### src/rtl/ctp_pkg.sv
`timescale 1ns / 1ps
`default_nettype none
// Shared types and codes for the connection pair table.
// No dependencies.
package ctp_pkg;

	typedef enum logic [2:0] {
		ACT_ADD        = 3'd0,
		ACT_REMOVE     = 3'd1,
		ACT_LOOKUP     = 3'd2,
		ACT_GET_SUBNET = 3'd3,
		ACT_MARK_READY = 3'd4
	} action_t;

	typedef enum logic [1:0] {
		ST_OK        = 2'd0,
		ST_NO_MATCH  = 2'd1,
		ST_FULL      = 2'd2,
		ST_NOT_READY = 2'd3
	} status_t;

	typedef enum logic {
		CS_IDLE = 1'b0,
		CS_BUSY = 1'b1
	} ctrl_state_t;

	typedef struct packed {
		logic cap;
		logic exec;
	} ctp_cmd_t;

	typedef struct packed {
		logic full;
		logic hit;
	} ctp_sts_t;

endpackage
`default_nettype wire

### src/rtl/ctp_req_if.sv
`timescale 1ns / 1ps
`default_nettype none
// Request channel: one table action per word.
// No dependencies.
interface ctp_req_if;
	logic        valid;
	logic        ready;
	logic [2:0]  action;
	logic [15:0] producer_id;
	logic [15:0] consumer_id;
	logic        direction;
	logic [3:0]  subnet_id;

	modport source (output valid, action, producer_id, consumer_id, direction, subnet_id,
		input ready);
	modport sink (input valid, action, producer_id, consumer_id, direction, subnet_id,
		output ready);
endinterface
`default_nettype wire

### src/rtl/ctp_rsp_if.sv
`timescale 1ns / 1ps
`default_nettype none
// Response channel: one result word per request.
// No dependencies.
interface ctp_rsp_if;
	logic        valid;
	logic        ready;
	logic [1:0]  status;
	logic [3:0]  found_subnet;
	logic [15:0] found_producer;
	logic [15:0] found_consumer;
	logic        found_ready;

	modport source (output valid, status, found_subnet, found_producer, found_consumer,
		found_ready, input ready);
	modport sink (input valid, status, found_subnet, found_producer, found_consumer,
		found_ready, output ready);
endinterface
`default_nettype wire

### src/rtl/ctp_ctrl.sv
`timescale 1ns / 1ps
`default_nettype none
// Controller: request capture, execute sequencing and result valid.
// Depends on ctp_pkg.
module ctp_ctrl (
	input  logic              clk,
	input  logic              arst_n,
	input  logic              req_valid,
	output logic              req_ready,
	output logic              rsp_valid,
	input  logic              rsp_ready,
	input  ctp_pkg::ctp_sts_t sts,
	output ctp_pkg::ctp_cmd_t cmd
);
	import ctp_pkg::*;

	ctrl_state_t state_q;
	ctrl_state_t state_d;
	logic        out_valid_q;
	logic        can_exec;

	assign can_exec = !out_valid_q || rsp_ready;

	always_comb begin
		state_d = state_q;
		case (state_q)
			CS_IDLE: begin
				if (req_valid) begin
					state_d = CS_BUSY;
				end
			end
			CS_BUSY: begin
				if (can_exec) begin
					state_d = CS_IDLE;
				end
			end
			default: begin
				state_d = CS_IDLE;
			end
		endcase
	end

	always_comb begin
		req_ready = 1'b0;
		cmd.cap   = 1'b0;
		cmd.exec  = 1'b0;
		case (state_q)
			CS_IDLE: begin
				req_ready = 1'b1;
				cmd.cap   = req_valid;
			end
			CS_BUSY: begin
				cmd.exec = can_exec;
			end
			default: begin
				req_ready = 1'b0;
			end
		endcase
	end

	always_ff @(posedge clk or negedge arst_n) begin
		if (!arst_n) begin
			state_q     <= CS_IDLE;
			out_valid_q <= 1'b0;
		end else begin
			state_q <= state_d;
			if (cmd.exec) begin
				out_valid_q <= 1'b1;
			end else if (rsp_ready) begin
				out_valid_q <= 1'b0;
			end
		end
	end

	assign rsp_valid = out_valid_q;

	a_exec_loads_result: assert property (@(posedge clk) disable iff (!arst_n)
		cmd.exec |=> out_valid_q)
		else $error("result word not presented after execute");
	a_busy_drains: assert property (@(posedge clk) disable iff (!arst_n)
		state_q == CS_BUSY && !out_valid_q |=> state_q == CS_IDLE)
		else $error("execute stalled with empty output register");
	a_cap_exec_excl: assert property (@(posedge clk) disable iff (!arst_n)
		!(cmd.cap && cmd.exec))
		else $error("capture and execute in the same cycle");
	a_no_cap_when_busy: assert property (@(posedge clk) disable iff (!arst_n)
		cmd.cap |=> state_q == CS_BUSY && !cmd.cap)
		else $error("second capture before execute");
	a_full_hit_excl: assert property (@(posedge clk) disable iff (!arst_n)
		cmd.exec |-> !(sts.full && sts.hit))
		else $error("table full and match reported together");

endmodule
`default_nettype wire

### src/rtl/ctp_datapath.sv
`timescale 1ns / 1ps
`default_nettype none
// Datapath: request registers, pair table, parallel match and result register.
// Depends on ctp_pkg.
module ctp_datapath #(
	parameter int TABLE_ENTRIES = 6
) (
	input  logic              clk,
	input  logic              arst_n,
	input  ctp_pkg::ctp_cmd_t cmd,
	output ctp_pkg::ctp_sts_t sts,
	input  logic [2:0]        action,
	input  logic [15:0]       producer_id,
	input  logic [15:0]       consumer_id,
	input  logic              direction,
	input  logic [3:0]        subnet_id,
	output logic [1:0]        status,
	output logic [3:0]        found_subnet,
	output logic [15:0]       found_producer,
	output logic [15:0]       found_consumer,
	output logic              found_ready
);
	import ctp_pkg::*;

	localparam int IdxW = $clog2(TABLE_ENTRIES);

	logic [2:0]  act_q;
	logic [15:0] prod_q;
	logic [15:0] cons_q;
	logic        dir_q;
	logic [3:0]  sub_q;

	logic [TABLE_ENTRIES-1:0] valid_q;
	logic [TABLE_ENTRIES-1:0] ready_q;
	logic [3:0]  subnet_q   [TABLE_ENTRIES];
	logic        dirn_q     [TABLE_ENTRIES];
	logic [15:0] producer_q [TABLE_ENTRIES];
	logic [15:0] consumer_q [TABLE_ENTRIES];

	logic [TABLE_ENTRIES-1:0] sub_hit;
	logic [TABLE_ENTRIES-1:0] pair_hit;
	logic [IdxW-1:0] sub_idx;
	logic [IdxW-1:0] pair_idx;
	logic [IdxW-1:0] free_idx;
	logic            sub_found;
	logic            pair_found;
	logic            free_found;

	status_t     res_status;
	logic [3:0]  res_subnet;
	logic [15:0] res_producer;
	logic [15:0] res_consumer;
	logic        res_ready;
	logic        do_add;
	logic        do_remove;
	logic        do_mark;

	status_t     status_q;
	logic [3:0]  found_subnet_q;
	logic [15:0] found_producer_q;
	logic [15:0] found_consumer_q;
	logic        found_ready_q;

	always_ff @(posedge clk) begin
		if (cmd.cap) begin
			act_q  <= action;
			prod_q <= producer_id;
			cons_q <= consumer_id;
			dir_q  <= direction;
			sub_q  <= subnet_id;
		end
	end

	always_comb begin
		for (int i = 0; i < TABLE_ENTRIES; i++) begin
			sub_hit[i]  = valid_q[i] && subnet_q[i] == sub_q && dirn_q[i] == dir_q;
			pair_hit[i] = valid_q[i] && producer_q[i] == prod_q &&
				consumer_q[i] == cons_q && dirn_q[i] == dir_q;
		end
	end

	// lowest-numbered entry wins
	always_comb begin
		sub_idx    = '0;
		pair_idx   = '0;
		free_idx   = '0;
		sub_found  = 1'b0;
		pair_found = 1'b0;
		free_found = 1'b0;
		for (int i = TABLE_ENTRIES - 1; i >= 0; i--) begin
			if (sub_hit[i]) begin
				sub_idx   = IdxW'(i);
				sub_found = 1'b1;
			end
			if (pair_hit[i]) begin
				pair_idx   = IdxW'(i);
				pair_found = 1'b1;
			end
			if (!valid_q[i]) begin
				free_idx   = IdxW'(i);
				free_found = 1'b1;
			end
		end
	end

	always_comb begin
		res_status   = ST_NO_MATCH;
		res_subnet   = '0;
		res_producer = '0;
		res_consumer = '0;
		res_ready    = 1'b0;
		do_add       = 1'b0;
		do_remove    = 1'b0;
		do_mark      = 1'b0;
		sts.full     = 1'b0;
		sts.hit      = 1'b0;
		case (act_q)
			ACT_ADD: begin
				sts.full = !free_found;
				if (free_found) begin
					do_add       = 1'b1;
					res_status   = ST_OK;
					res_subnet   = sub_q;
					res_producer = prod_q;
					res_consumer = cons_q;
				end else begin
					res_status = ST_FULL;
				end
			end
			ACT_REMOVE, ACT_LOOKUP, ACT_MARK_READY: begin
				sts.hit = sub_found;
				if (sub_found) begin
					res_status   = ST_OK;
					res_subnet   = subnet_q[sub_idx];
					res_producer = producer_q[sub_idx];
					res_consumer = consumer_q[sub_idx];
					res_ready    = ready_q[sub_idx] || act_q == ACT_MARK_READY;
					do_remove    = act_q == ACT_REMOVE;
					do_mark      = act_q == ACT_MARK_READY;
				end
			end
			ACT_GET_SUBNET: begin
				sts.hit = pair_found;
				if (pair_found) begin
					res_producer = producer_q[pair_idx];
					res_consumer = consumer_q[pair_idx];
					res_ready    = ready_q[pair_idx];
					if (ready_q[pair_idx]) begin
						res_status = ST_OK;
						res_subnet = subnet_q[pair_idx];
					end else begin
						res_status = ST_NOT_READY;
					end
				end
			end
			default: begin
				res_status = ST_NO_MATCH;
			end
		endcase
	end

	always_ff @(posedge clk or negedge arst_n) begin
		if (!arst_n) begin
			valid_q <= '0;
			ready_q <= '0;
		end else if (cmd.exec) begin
			if (do_add) begin
				valid_q[free_idx] <= 1'b1;
				ready_q[free_idx] <= 1'b0;
			end
			if (do_remove) begin
				valid_q[sub_idx] <= 1'b0;
				ready_q[sub_idx] <= 1'b0;
			end
			if (do_mark) begin
				ready_q[sub_idx] <= 1'b1;
			end
		end
	end

	always_ff @(posedge clk) begin
		if (cmd.exec && do_add) begin
			subnet_q[free_idx]   <= sub_q;
			dirn_q[free_idx]     <= dir_q;
			producer_q[free_idx] <= prod_q;
			consumer_q[free_idx] <= cons_q;
		end
	end

	always_ff @(posedge clk) begin
		if (cmd.exec) begin
			status_q         <= res_status;
			found_subnet_q   <= res_subnet;
			found_producer_q <= res_producer;
			found_consumer_q <= res_consumer;
			found_ready_q    <= res_ready;
		end
	end

	assign status         = status_q;
	assign found_subnet   = found_subnet_q;
	assign found_producer = found_producer_q;
	assign found_consumer = found_consumer_q;
	assign found_ready    = found_ready_q;

	a_add_fills_one: assert property (@(posedge clk) disable iff (!arst_n)
		cmd.exec && act_q == ACT_ADD && !sts.full |=>
		$countones(valid_q) == $past($countones(valid_q)) + 1)
		else $error("add did not claim exactly one entry");
	a_remove_frees_one: assert property (@(posedge clk) disable iff (!arst_n)
		cmd.exec && act_q == ACT_REMOVE && sts.hit |=>
		$countones(valid_q) + 1 == $past($countones(valid_q)))
		else $error("remove did not free exactly one entry");
	a_ready_needs_valid: assert property (@(posedge clk) disable iff (!arst_n)
		(ready_q & ~valid_q) == '0)
		else $error("ready flag set on a free entry");
	a_table_still_idle: assert property (@(posedge clk) disable iff (!arst_n)
		!cmd.exec |=> $stable(valid_q) && $stable(ready_q))
		else $error("table changed without execute");

endmodule
`default_nettype wire

### src/rtl/connection_pair_table.sv
`timescale 1ns / 1ps
`default_nettype none
// Connection pair table: associative table of producer/consumer pairs.
// A request word is captured into the request registers, then executed into the output register.
// Execute waits while the output register holds an untaken word; no new request is taken until it runs.
// A new request is taken while the previous result word still waits in the output register.
// Reset: all entries free with ready clear, no result pending; no clearing pass.
// Depends on ctp_pkg, ctp_req_if, ctp_rsp_if, ctp_ctrl, ctp_datapath.
module connection_pair_table #(
	parameter int TABLE_ENTRIES = 6
) (
	input  logic       clk,
	input  logic       arst_n,
	ctp_req_if.sink    req,
	ctp_rsp_if.source  rsp
);
	import ctp_pkg::*;

	ctp_cmd_t cmd;
	ctp_sts_t sts;

	ctp_ctrl u_ctrl (
		.clk       (clk),
		.arst_n    (arst_n),
		.req_valid (req.valid),
		.req_ready (req.ready),
		.rsp_valid (rsp.valid),
		.rsp_ready (rsp.ready),
		.sts       (sts),
		.cmd       (cmd)
	);

	ctp_datapath #(
		.TABLE_ENTRIES (TABLE_ENTRIES)
	) u_datapath (
		.clk            (clk),
		.arst_n         (arst_n),
		.cmd            (cmd),
		.sts            (sts),
		.action         (req.action),
		.producer_id    (req.producer_id),
		.consumer_id    (req.consumer_id),
		.direction      (req.direction),
		.subnet_id      (req.subnet_id),
		.status         (rsp.status),
		.found_subnet   (rsp.found_subnet),
		.found_producer (rsp.found_producer),
		.found_consumer (rsp.found_consumer),
		.found_ready    (rsp.found_ready)
	);

endmodule
`default_nettype wire

### src/flat_wrapper.sv
// flat-port wrapper written by rule: the top's interface ports become plain ports
module connection_pair_table_flat import ctp_pkg::*;
#(
	parameter int TABLE_ENTRIES = 6
)
  (clk, arst_n, req_valid, req_action, req_producer_id, req_consumer_id, req_direction, req_subnet_id, req_ready, rsp_valid, rsp_status, rsp_found_subnet, rsp_found_producer, rsp_found_consumer, rsp_found_ready, rsp_ready);
  ctp_req_if req_i ();
  ctp_rsp_if rsp_i ();
  input  logic clk;
  input  logic arst_n;
  input wire logic [$bits(req_i.valid)-1:0] req_valid;
  input wire logic [$bits(req_i.action)-1:0] req_action;
  input wire logic [$bits(req_i.producer_id)-1:0] req_producer_id;
  input wire logic [$bits(req_i.consumer_id)-1:0] req_consumer_id;
  input wire logic [$bits(req_i.direction)-1:0] req_direction;
  input wire logic [$bits(req_i.subnet_id)-1:0] req_subnet_id;
  output wire logic [$bits(req_i.ready)-1:0] req_ready;
  output wire logic [$bits(rsp_i.valid)-1:0] rsp_valid;
  output wire logic [$bits(rsp_i.status)-1:0] rsp_status;
  output wire logic [$bits(rsp_i.found_subnet)-1:0] rsp_found_subnet;
  output wire logic [$bits(rsp_i.found_producer)-1:0] rsp_found_producer;
  output wire logic [$bits(rsp_i.found_consumer)-1:0] rsp_found_consumer;
  output wire logic [$bits(rsp_i.found_ready)-1:0] rsp_found_ready;
  input wire logic [$bits(rsp_i.ready)-1:0] rsp_ready;
  assign req_i.valid = req_valid;
  assign req_i.action = req_action;
  assign req_i.producer_id = req_producer_id;
  assign req_i.consumer_id = req_consumer_id;
  assign req_i.direction = req_direction;
  assign req_i.subnet_id = req_subnet_id;
  assign req_ready = req_i.ready;
  assign rsp_valid = rsp_i.valid;
  assign rsp_status = rsp_i.status;
  assign rsp_found_subnet = rsp_i.found_subnet;
  assign rsp_found_producer = rsp_i.found_producer;
  assign rsp_found_consumer = rsp_i.found_consumer;
  assign rsp_found_ready = rsp_i.found_ready;
  assign rsp_i.ready = rsp_ready;
  connection_pair_table #(.TABLE_ENTRIES(TABLE_ENTRIES)) u_core (.clk(clk), .arst_n(arst_n), .req(req_i), .rsp(rsp_i));
endmodule
### config.mk
export PLATFORM = sky130hd
export DESIGN_NAME = connection_pair_table_flat
export DESIGN_NICKNAME = d
export VERILOG_FILES = /design/src/rtl/ctp_pkg.sv /design/src/rtl/ctp_req_if.sv /design/src/rtl/ctp_rsp_if.sv /design/src/rtl/ctp_ctrl.sv /design/src/rtl/ctp_datapath.sv /design/src/rtl/connection_pair_table.sv /design/src/flat_wrapper.sv
export SDC_FILE = /design/constraint.sdc
export NUM_CORES = 1
export LEC_CHECK = 0
export ABC_AREA = 0
export BUFFER_PORTS_ARGS = -buffer_cell sky130_fd_sc_hd__buf_2
export CAP_MARGIN = 40
export CORE_MARGIN = 10
export CORE_UTILIZATION = 50
export CTS_CLUSTER_SIZE = 8
export DETAILED_ROUTE_END_ITERATION = 7
export MAX_ROUTING_LAYER = met4
export PLACE_DENSITY_LB_ADDON = 0.25
export SLEW_MARGIN = 20
export SYNTH_ARGS = -nofsm -noshare
export SYNTH_HDL_FRONTEND = slang
export SYNTH_SLANG_ARGS = --single-unit
export TNS_END_PERCENT = 10
### constraint.sdc
create_clock -name clk -period 4.99 [get_ports clk]
set_input_delay 0.7485 -clock clk [delete_from_list [all_inputs] [get_ports clk]]
set_output_delay 0.7485 -clock clk [all_outputs]
set_load 0.01 [all_outputs]
==> metrics, run 1 <==
final setup TNS 0 ps; most common cell after layout, fill and taps aside edfxtp_1; DR vias 13600; Die Area 0.0486 mm^2; Power, Total 8990 uW; setup violators final 0; sequential element share of the synthesized area 0.566; number of global-route vias before repair ~13000; total grt overflow 0; die height roughly 220 um; PwrDens between 300 and 400 mW/mm^2; first-pass GRT wire length 94.0 mm; Multi-input gate area 0.00842 mm^2; Post-CTS Setup Inserts 0; post-DP HPWL ~45 mm; antenna-violating nets left 0; number of flops mapped to enable cells by yosys 367; CTS tree built; root buffer cell clkbuf_16; Remaining DRCs 0; Clock Tree Buf Depth 3; Max Slew Vio Count 0; initial drt markers around 1400; R2R cell count 10; IO buf count between 80 and 90; Synth Warn # 0; CTS Buf Count 53; Mapped Avg Cell Area ~14 um^2; minimum clock period after layout ~4200 ps; fin nets 1646; register area between 0.01 and 0.015 mm^2; synthesized flop and latch total ~380; clock-pin slew on the worst setup and hold paths 50 ps; Rows 73; Main synth FF type edfxtp_1; crit path to u_core.u_datapath.found_producer[12]; Slew headroom 0.415; Worst Path Required approximately 5300 ps; clock sink count approximately 380; initial antenna violation count 0; WL final roughly 65 mm; RSZ-0062 raised after global routing false; VDD IR-drop max ~0.36 mV; Vias per Instance ~6.4; post-CTS sizing 0; WHS between 40 and 50 ps; Cell Chain, Critical Path xor2_1, nor4_1, nand4_1, nor4_4, o21bai_1, or2_4, buf_12, mux2_2, a221oi_1, o21ai_1; layout cell share with drive strength beyond 1 0.197; most frequent cells in the layout edfxtp_1 (367), xor2_1 (185), mux2i_1 (168); worst r2r src u_core.u_datapath.cons_q[1]; Initial Util 0.506; leakage 0.00769 uW; gpl congestion ~1.1; Synth cell types around 70; Hold Crit Class input port to async pin; status finished, final reports clean; Crit path arrival time 4500 ps; number of diodes 0; # fillers 3176; worst skew pair latency approximately 600 ps; reg-to-reg endpoint u_core.u_datapath.found_producer[12]; I/O pins 85; Final period util 0.835; Die X roughly 220 um; largest net degree at the start of global routing 52; Final Core Density 0.571; measured slew at the worst slew-check pin between 800 and 900 ps; Final Hold Fails 0; Startpoint Class flop; CP max stage cell nor4_4; P&R area growth vs syn 13.0%; TritonRoute pass-1 iters 7; Hold Buf Count CTS 0; H-tree levels 2; Setup crit end kind flop; Worst Path Max Fanout 43; WL/cell 30.2 um; ys async rst share 0.0367; global-route usage over all layers 0.273; # Max-Cap Violations 0; Core Area 0.0397 mm^2; Slowest Stage Delay on Critical Path 760 ps; FF-to-FF setup slack 820 ps; kind of critical path flop to flop; FMAX approximately 0.24 GHz; synthesized area between 0.02 and 0.025 mm^2; CP Launch Point u_core.u_datapath.cons_q[1]; Final Skew about 17 ps; cells after synthesis ~1500
## power by group
part | switching (uW) | internal (uW)
registers | 396 | 3970
logic | 992 | 443
clock network | 1290 | 1910
## worst min path at each step
stage	slack, ps	from	end
after global placement	480	u_core.u_ctrl.rsp_valid	u_core.u_ctrl.rsp_valid
after CTS	40	arst_n	u_core.u_datapath.ready_q[5]
after floorplan	450	arst_n	u_core.u_ctrl.rsp_valid
after detailed placement	510	u_core.u_ctrl.rsp_valid	u_core.u_ctrl.rsp_valid
after global routing	70	arst_n	u_core.u_datapath.valid_q[4]
final	50	arst_n	u_core.u_datapath.valid_q[1]
## cells in the mapped netlist, drive strengths merged, types with 3 or more instances
master	count	area [um^2]
a211oi	4	35.0
a21oi	17	85.1
a221oi	60	576
a31oi	4	25.0
and2	6	37.5
and3	3	18.8
buf	73	503
clkbuf	34	128
dfrtp	14	350
edfxtp	367	11000
inv	10	37.5
mux2	109	1260
mux2i	168	1680
nand2	44	165
nand2b	6	37.5
nand3	12	60.1
nand4	29	181
nor2	35	131
nor2b	3	18.8
nor3	8	45.0
nor4	76	503
nor4b	3	41.3
o2111ai	4	41.3
o211a	4	40.0
o211ai	4	30.0
o21ai	54	270
o221ai	35	307
o32a	6	60.1
or3	11	73.8
or4	14	109
xnor2	38	333
xor2	185	1620
## through the flow
stage	setup slack, ps	instance area [um^2]	std cells
5_1_grt	647	22700	2137
3_3_place_gp	948	21200	2068
3_5_place_dp	945	21300	2072
2_1_floorplan	-226	20300	1535
4_1_cts	911	22700	2137
6_report	824	22700	2137
## layout make-up
type                       instances  area share
inverter                          10     0.00165
multi-input combinational       1037       0.371
clock inverter                     3     0.00187
sequential                       381       0.501
tap                              525      0.0289
timing repair buffer             119      0.0352
clock buffer                      62      0.0608
## sequential cells by signal, summed over array words and instances, names as in the netlist
name,cells
u_core.u_datapath.found_ready,1
u_core.u_datapath.sub_q,4
u_core.u_ctrl.state_q,1
u_core.u_datapath.consumer_q,128
u_core.u_datapath.producer_q,128
u_core.u_datapath.found_producer,16
u_core.u_datapath.ready_q,6
u_core.u_ctrl.rsp_valid,1
u_core.u_datapath.dirn_q,6
u_core.u_datapath.valid_q,6
u_core.u_datapath.act_q,3
u_core.u_datapath.cons_q,16
u_core.u_datapath.found_consumer,16
u_core.u_datapath.found_subnet,4
u_core.u_datapath.status,2
u_core.u_datapath.dir_q,1
u_core.u_datapath.subnet_q,26
u_core.u_datapath.prod_q,16
## worst max-delay path, delay by kind of cell, from the launching register on
kind                      cells  cell delay [ps]
muxes                         1              320
and+or+nand+nor               4             1670
buffers and inverters         1              200
DFF                           1              720
AOI/OAI and AO/OA             3              620
xor gates and xnor gates      1              300
## logic make-up after synthesis
kind of cell | synth area share
flip-flops | 0.566
multiplexers | 0.147
AND/OR/NAND/NOR | 0.0732
XOR/XNOR | 0.0972
AO/OA/AOI/OAI | 0.0823
buffers and inverters | 0.0333
adder cells (fa/ha/maj) | 0.000498
other | 0.000187
## per-layer routing
layer  wire length, um  up-vias  GRT usage
li1                  -     5954          -
met2             30400      644      0.423
met5                 0        -          -
met4              1670        0     0.0810
met3              4670       93     0.0449
met1             27700     6951      0.365
No activity file was read; power rests on OpenSTA's default activity.
==> run 2: changes to the inputs <==
==> constraint.sdc (replaced) <==
create_clock -name clk -period 3.7 [get_ports clk]
set_input_delay 0.555 -clock clk [delete_from_list [all_inputs] [get_ports clk]]
set_output_delay 0.555 -clock clk [all_outputs]
set_load 0.01 [all_outputs]
==> run 2 against run 1 <==
  * Final cell count grew 7.9%
  * Global-route usage rose by 1.6 points
  * Critical path depth up 3
  * Die area unchanged
  * Via count grew 6.0%
  * Highest routed layer unchanged
==> metrics, run 2 (synthesis results as in run 1) <==
Slowest Stage Delay on Critical Path 480 ps; gpl congestion ~1.1; die height 220 um; Clock Tree Buf Depth 3; FF-to-FF setup slack 70 ps; # Max-Cap Violations 0; setup violators final 0; # fillers a little over 3000; placed cell area between 0.02 and 0.025 mm^2; Hold Crit Class input port to flop; PwrDens approximately 520 mW/mm^2; most frequent cells in the layout edfxtp_1 (367), xor2_1 (184), mux2i_1 (168); Final Hold Fails 0; WL/cell ~30 um; number of global-route vias before repair ~14000; Initial Util 0.506; WP buf/inv 4; most common cell after layout, fill and taps aside edfxtp_1; Startpoint Class flop; H-tree levels 2; Worst Path Required 4040 ps; first-pass GRT wire length around 99 mm; Setup crit end kind flop; initial antenna violation count 1; TritonRoute pass-1 iters 5; VDD IR-drop max between 0.3 and 0.4 mV; clock-pin slew on the worst setup and hold paths ~50 ps; clock sink count ~380; Die Area 0.0486 mm^2; FMAX 0.276 GHz; DR vias ~14000; Slew headroom 0.421; P&R area growth vs syn 20.5%; Worst Path Max Fanout 7; total grt overflow 0; design area between 0.02 and 0.025 mm^2; number of diodes 0; top sig layer met4; post-DP HPWL 48.1 mm; kind of critical path flop to flop; Regs by FF count u_core.u_datapath.consumer_q (128), u_core.u_datapath.producer_q (128), u_core.u_datapath.subnet_q (26); Crit path arrival time between 3000 and 4000 ps; Cell Chain, Critical Path buf_6, xor2_2, nor4_2, nand4_1, or4_4, buf_4, and2_1, buf_4, o41ai_1, a31o_1, o2111ai_2, buf_4, and3_1; Die X 220 um; WL final 68.6 mm; antenna-violating nets left 0; minimum clock period after layout about 3600 ps; layout cell share with drive strength beyond 1 0.272; Final Skew 25.0 ps; Final period util 0.980; CTS tree built; Rows 73; Remaining DRCs 0; fin nets between 1500 and 2000; global-route usage over all layers 0.289; most used cell, CP buf_4; met2 WL 31.6 mm; IO buf count between 80 and 90; Crit path max-delay family simple AND/OR/NAND/NOR gates; leakage about 0.0086 uW; CP max stage cell edfxtp_1; initial drt markers ~1600; status finished, final reports clean; CTS Buf Count 53; final setup TNS 0 ps; Vias per Instance 6.27; RSZ-0062 raised after global routing true; Core Area 0.0397 mm^2; largest net degree at the start of global routing between 50 and 60; metal3 WL ~5.6 mm; measured slew at the worst slew-check pin slightly below 900 ps; worst skew pair latency approximately 600 ps; I/O pins 85; Max Slew Vio Count 0; Power, Total ~13000 uW; root buffer cell clkbuf_16; met1 WL 28.8 mm
==> run 2: worst paths after layout <==
kind | start | cells past startpoint | endpoint
max in group asynchronous | arst_n | 2 | u_core.u_ctrl.rsp_valid
worst min-delay path | req_consumer_id[11] | 1 | u_core.u_datapath.cons_q[11]
worst max register to register | u_core.u_datapath.cons_q[14] | 13 | u_core.u_datapath.status[0]
worst min register to register | u_core.u_ctrl.rsp_valid | 2 | u_core.u_ctrl.rsp_valid
worst max-delay path | u_core.u_datapath.cons_q[14] | 13 | u_core.u_datapath.status[0]
min in group asynchronous | arst_n | 2 | u_core.u_ctrl.state_q
==> run 2: stage by stage <==
step / util / cells / setup WS [ps] / hold slack (ps)
after floorplan: - / 1535 / -1480 / 259
after global placement: 0.565 / 2205 / -97.2 / 471
after detailed placement: 0.565 / 2206 / -147 / 478
after CTS: 0.604 / 2290 / -6.67 / 115
after global routing: 0.609 / 2306 / -23.5 / 128
final: 0.609 / 2306 / 73.4 / 135
==> run 2: repair_timing <==
action	in CTS	in global routing
setup endpoints to repair	34	39
setup buffers	7	15
gates cloned	0	1
gates resized for setup	4	15
pin swaps	1	15
hold buffers	1	0
endpoints found under the hold margin	14	0
==> run 2: metal layers <==
metal	global-route usage	vias up
met5	-	-
met4	0.105	0
met3	0.0474	126
met2	0.440	754
met1	0.386	7310
li1	-	6267
==> run 2: cell type report <==
type	count	area [um^2]	area share
multi-input combinational	1037	8510	0.352
timing repair buffer	277	2190	0.0903
clock inverter	1	16.3	0.000672
tap	525	657	0.0271
sequential	381	11400	0.470
inverter	10	37.5	0.00155
clock buffer	75	1430	0.0591
==> run 2: worst register-to-register path: stages (launching register included) <==
cell	delay, ps
edfxtp_1	480
buf_6	200
xor2_2	220
nor4_2	370
nand4_1	160
or4_4	460
buf_4	150
and2_1	170
buf_4	140
o41ai_1	340
a31o_1	230
o2111ai_2	150
buf_4	170
and3_1	140
==> run 2: power breakdown <==
group | internal (uW) | switching, uW | leakage [uW] | total (uW)
registers | 5340 | 296 | 0.00358 | 5640
logic | 828 | 1680 | 0.00428 | 2500
clock network | 2620 | 1780 | 0.000697 | 4400
total | 8790 | 3750 | 0.00856 | 12500
==> run 3: changes to the inputs <==
--- a/config.mk
+++ b/config.mk
@@ -6,12 +6,13 @@
 export NUM_CORES = 1
 export LEC_CHECK = 0
 export ABC_AREA = 0
-export BUFFER_PORTS_ARGS = -buffer_cell sky130_fd_sc_hd__buf_2
 export CAP_MARGIN = 40
+export CORE_ASPECT_RATIO = 1.25
 export CORE_MARGIN = 10
 export CORE_UTILIZATION = 50
 export CTS_CLUSTER_SIZE = 8
 export DETAILED_ROUTE_END_ITERATION = 7
+export DONT_BUFFER_PORTS = 1
 export MAX_ROUTING_LAYER = met4
 export PLACE_DENSITY_LB_ADDON = 0.25
 export SLEW_MARGIN = 20
==> run 3 against run 2 <==
  * Clock skew down 12 ps
  * Critical path depth decreased by 2
  * Die area increased by 0.10%
  * Global-route usage shrank 0.14 points
  * Combinational power shrank 12%
  * First-iteration DRC count fell by 1.4%
  * Highest routed layer unchanged
  * Count of clock-buffer cells in the layout fell by 14
  * Worst hold slack worse by 79 ps
  * Total power down 2.5%
  * Sequential power is 2% higher
  * Maximum frequency is 1.8% higher
  * Final cell count decreased by 6.3%
==> metrics, run 3 (synthesis results as in run 1) <==
reg-to-reg endpoint u_core.u_datapath.found_consumer[0]; design area around 0.023 mm^2; sw frac 0.299; Clock Tree Buf Depth 3; PwrDens approximately 520 mW/mm^2; HP Start req_consumer_id[6]; Worst Path Max Fanout 23; logic gate share of total power 0.181; # Max-Cap Violations 0; Hold Crit Class input port to flop; IO buf count 0; Initial Util 0.503; Max Slew Vio Count 0; most common cell after layout, fill and taps aside edfxtp_1; Regs by FF count u_core.u_datapath.consumer_q (128), u_core.u_datapath.producer_q (128), u_core.u_datapath.subnet_q (26); fin nets 1691; clock sink count 381; Crit path arrival time roughly 3900 ps; Sequential Power Share 0.472; Final Hold Fails 0; setup violators final 0; kind of critical path flop to flop; root buffer cell clkbuf_16; Slew headroom 0.441; Die X roughly 200 um; Power, Total roughly 12000 uW; I/O pins 85; R2R cell count 11; Worst Hold Depth 0; gpl congestion about 1; largest net degree at the start of global routing 45; WL final ~69 mm; global-route usage over all layers 0.288; Final period util 0.963; WHS Endpoint u_core.u_datapath.cons_q[6]; Core Area 0.0399 mm^2; status finished, final reports clean; Worst Path Required 4030 ps; VDD IR-drop max about 0.43 mV; Multi-input gate area 0.00847 mm^2; Die Area roughly 0.049 mm^2; minimum clock period after layout between 3000 and 4000 ps; register area about 0.011 mm^2; worst skew pair latency approximately 590 ps; switching power ~3700 uW; Clock power frac 0.347; placed cell area around 0.022 mm^2; Setup crit end kind flop; measured slew at the worst slew-check pin between 800 and 900 ps; Startpoint Class flop; die height around 240 um; Vias per Instance 6.47; leakage about 0.0080 uW; Final Skew approximately 13 ps; CTS Buf Count 53; Final Core Density 0.587; Int Pwr 8580 uW; DR vias roughly 14000; initial drt markers 1612; FF-to-FF setup slack around 140 ps; WL/cell 31.9 um; number of global-route vias before repair 13500; # fillers between 3000 and 4000; H-tree levels 2; TritonRoute pass-1 iters 7; FMAX 0.281 GHz; antenna-violating nets left 0; total grt overflow 0; layout cell share with drive strength beyond 1 0.221; worst r2r src u_core.u_datapath.dir_q; P&R area growth vs syn 16.7%; first-pass GRT wire length about 100 mm; Remaining DRCs 0; CTS tree built; most frequent cells in the layout edfxtp_1 (367), xor2_1 (185), mux2i_1 (168); post-DP HPWL roughly 48 mm; initial antenna violation count 4; Rows 82; clock-pin slew on the worst setup and hold paths around 50 ps; RSZ-0062 raised after global routing false
## run 3: cell types whose count changed in the layout (fill, tap and decap cells not counted), moves of 4 or more
cell	delta
buf_2	-84
buf_4	-28
clkbuf_1	-13
nor4_1	+5
nor4_2	-4
## run 3: worst max-delay path by stage
| stage | endpoint | cells after the start | slack [ps] | from |
|---|---|---|---|---|
| 2_1_floorplan | u_core.u_datapath.consumer_q[1][0] | 3 | -1480 | u_core.u_datapath.act_q[1] |
| 6_report | u_core.u_datapath.found_consumer[0] | 11 | 140 | u_core.u_datapath.dir_q |
| 3_3_place_gp | u_core.u_datapath.found_consumer[0] | 9 | -60 | u_core.u_datapath.prod_q[9] |
| 5_1_grt | u_core.u_datapath.found_consumer[0] | 12 | 20 | u_core.u_datapath.cons_q[15] |
| 3_5_place_dp | u_core.u_datapath.found_producer[4] | 9 | -100 | u_core.u_datapath.prod_q[9] |
| 4_1_cts | u_core.u_datapath.status[0] | 11 | 60 | u_core.u_datapath.prod_q[9] |
## run 3: through the flow
stage	setup TNS, ps	cells	setup slack, ps	hold WS [ps]
final	0	2161	138	55.7
after global routing	0	2160	16.0	32.6
after CTS	0	2141	58.0	25.7
after detailed placement	-1080	2077	-99.1	260
after global placement	-395	2077	-60.6	260
after floorplan	-147270	1535	-1480	259
## run 3: what timing repair did
item / CTS / global route
pin swaps: 0 / 1
resized for setup: 1 / 7
gates cloned: 0 / 0
hold endpoints to repair: 14 / 0
hold buffers: 1 / 0
buffers inserted: 0 / 17
setup endpoints to repair: 34 / 37
## run 3: metal layers
layer  routed length (um)  vias to the layer above  GRT usage
met4                 2140                        0     0.0854
met2                34200                      745      0.469
met1                27300                     7072      0.361
met5                    0                        -          -
li1                     -                     6061          -
met3                 5240                      112     0.0480
## run 3: power by group through the flow
stage | registers (uW) | logic [uW] | clock network (uW)
after floorplan | 5700 | 1160 | 0
after global placement | 5860 | 2090 | 0
after detailed placement | 5870 | 2100 | 0
after CTS | 5790 | 2110 | 4330
after global routing | 5810 | 2310 | 4490
final | 5770 | 2210 | 4250
## run 3: worst max-delay path, cell delays in order, from the launching register on
cell,delay (ps)
edfxtp_1,460
buf_4,200
xnor2_1,320
nand4_1,230
or3_1,420
nor3_1,240
o21bai_1,200
or2_4,220
buf_12,230
mux2_2,360
a221oi_1,280
o21ai_1,100
## run 3: final cells by class
cell class | count | area share
Antenna cell | 2 | 0.000213
Tap cell | 504 | 0.0269
Clock inverter | 2 | 0.00107
Inverter | 10 | 0.00160
Sequential cell | 381 | 0.485
Timing Repair Buffer | 164 | 0.0660
Multi-Input combinational cell | 1037 | 0.361
Clock buffer | 61 | 0.0579
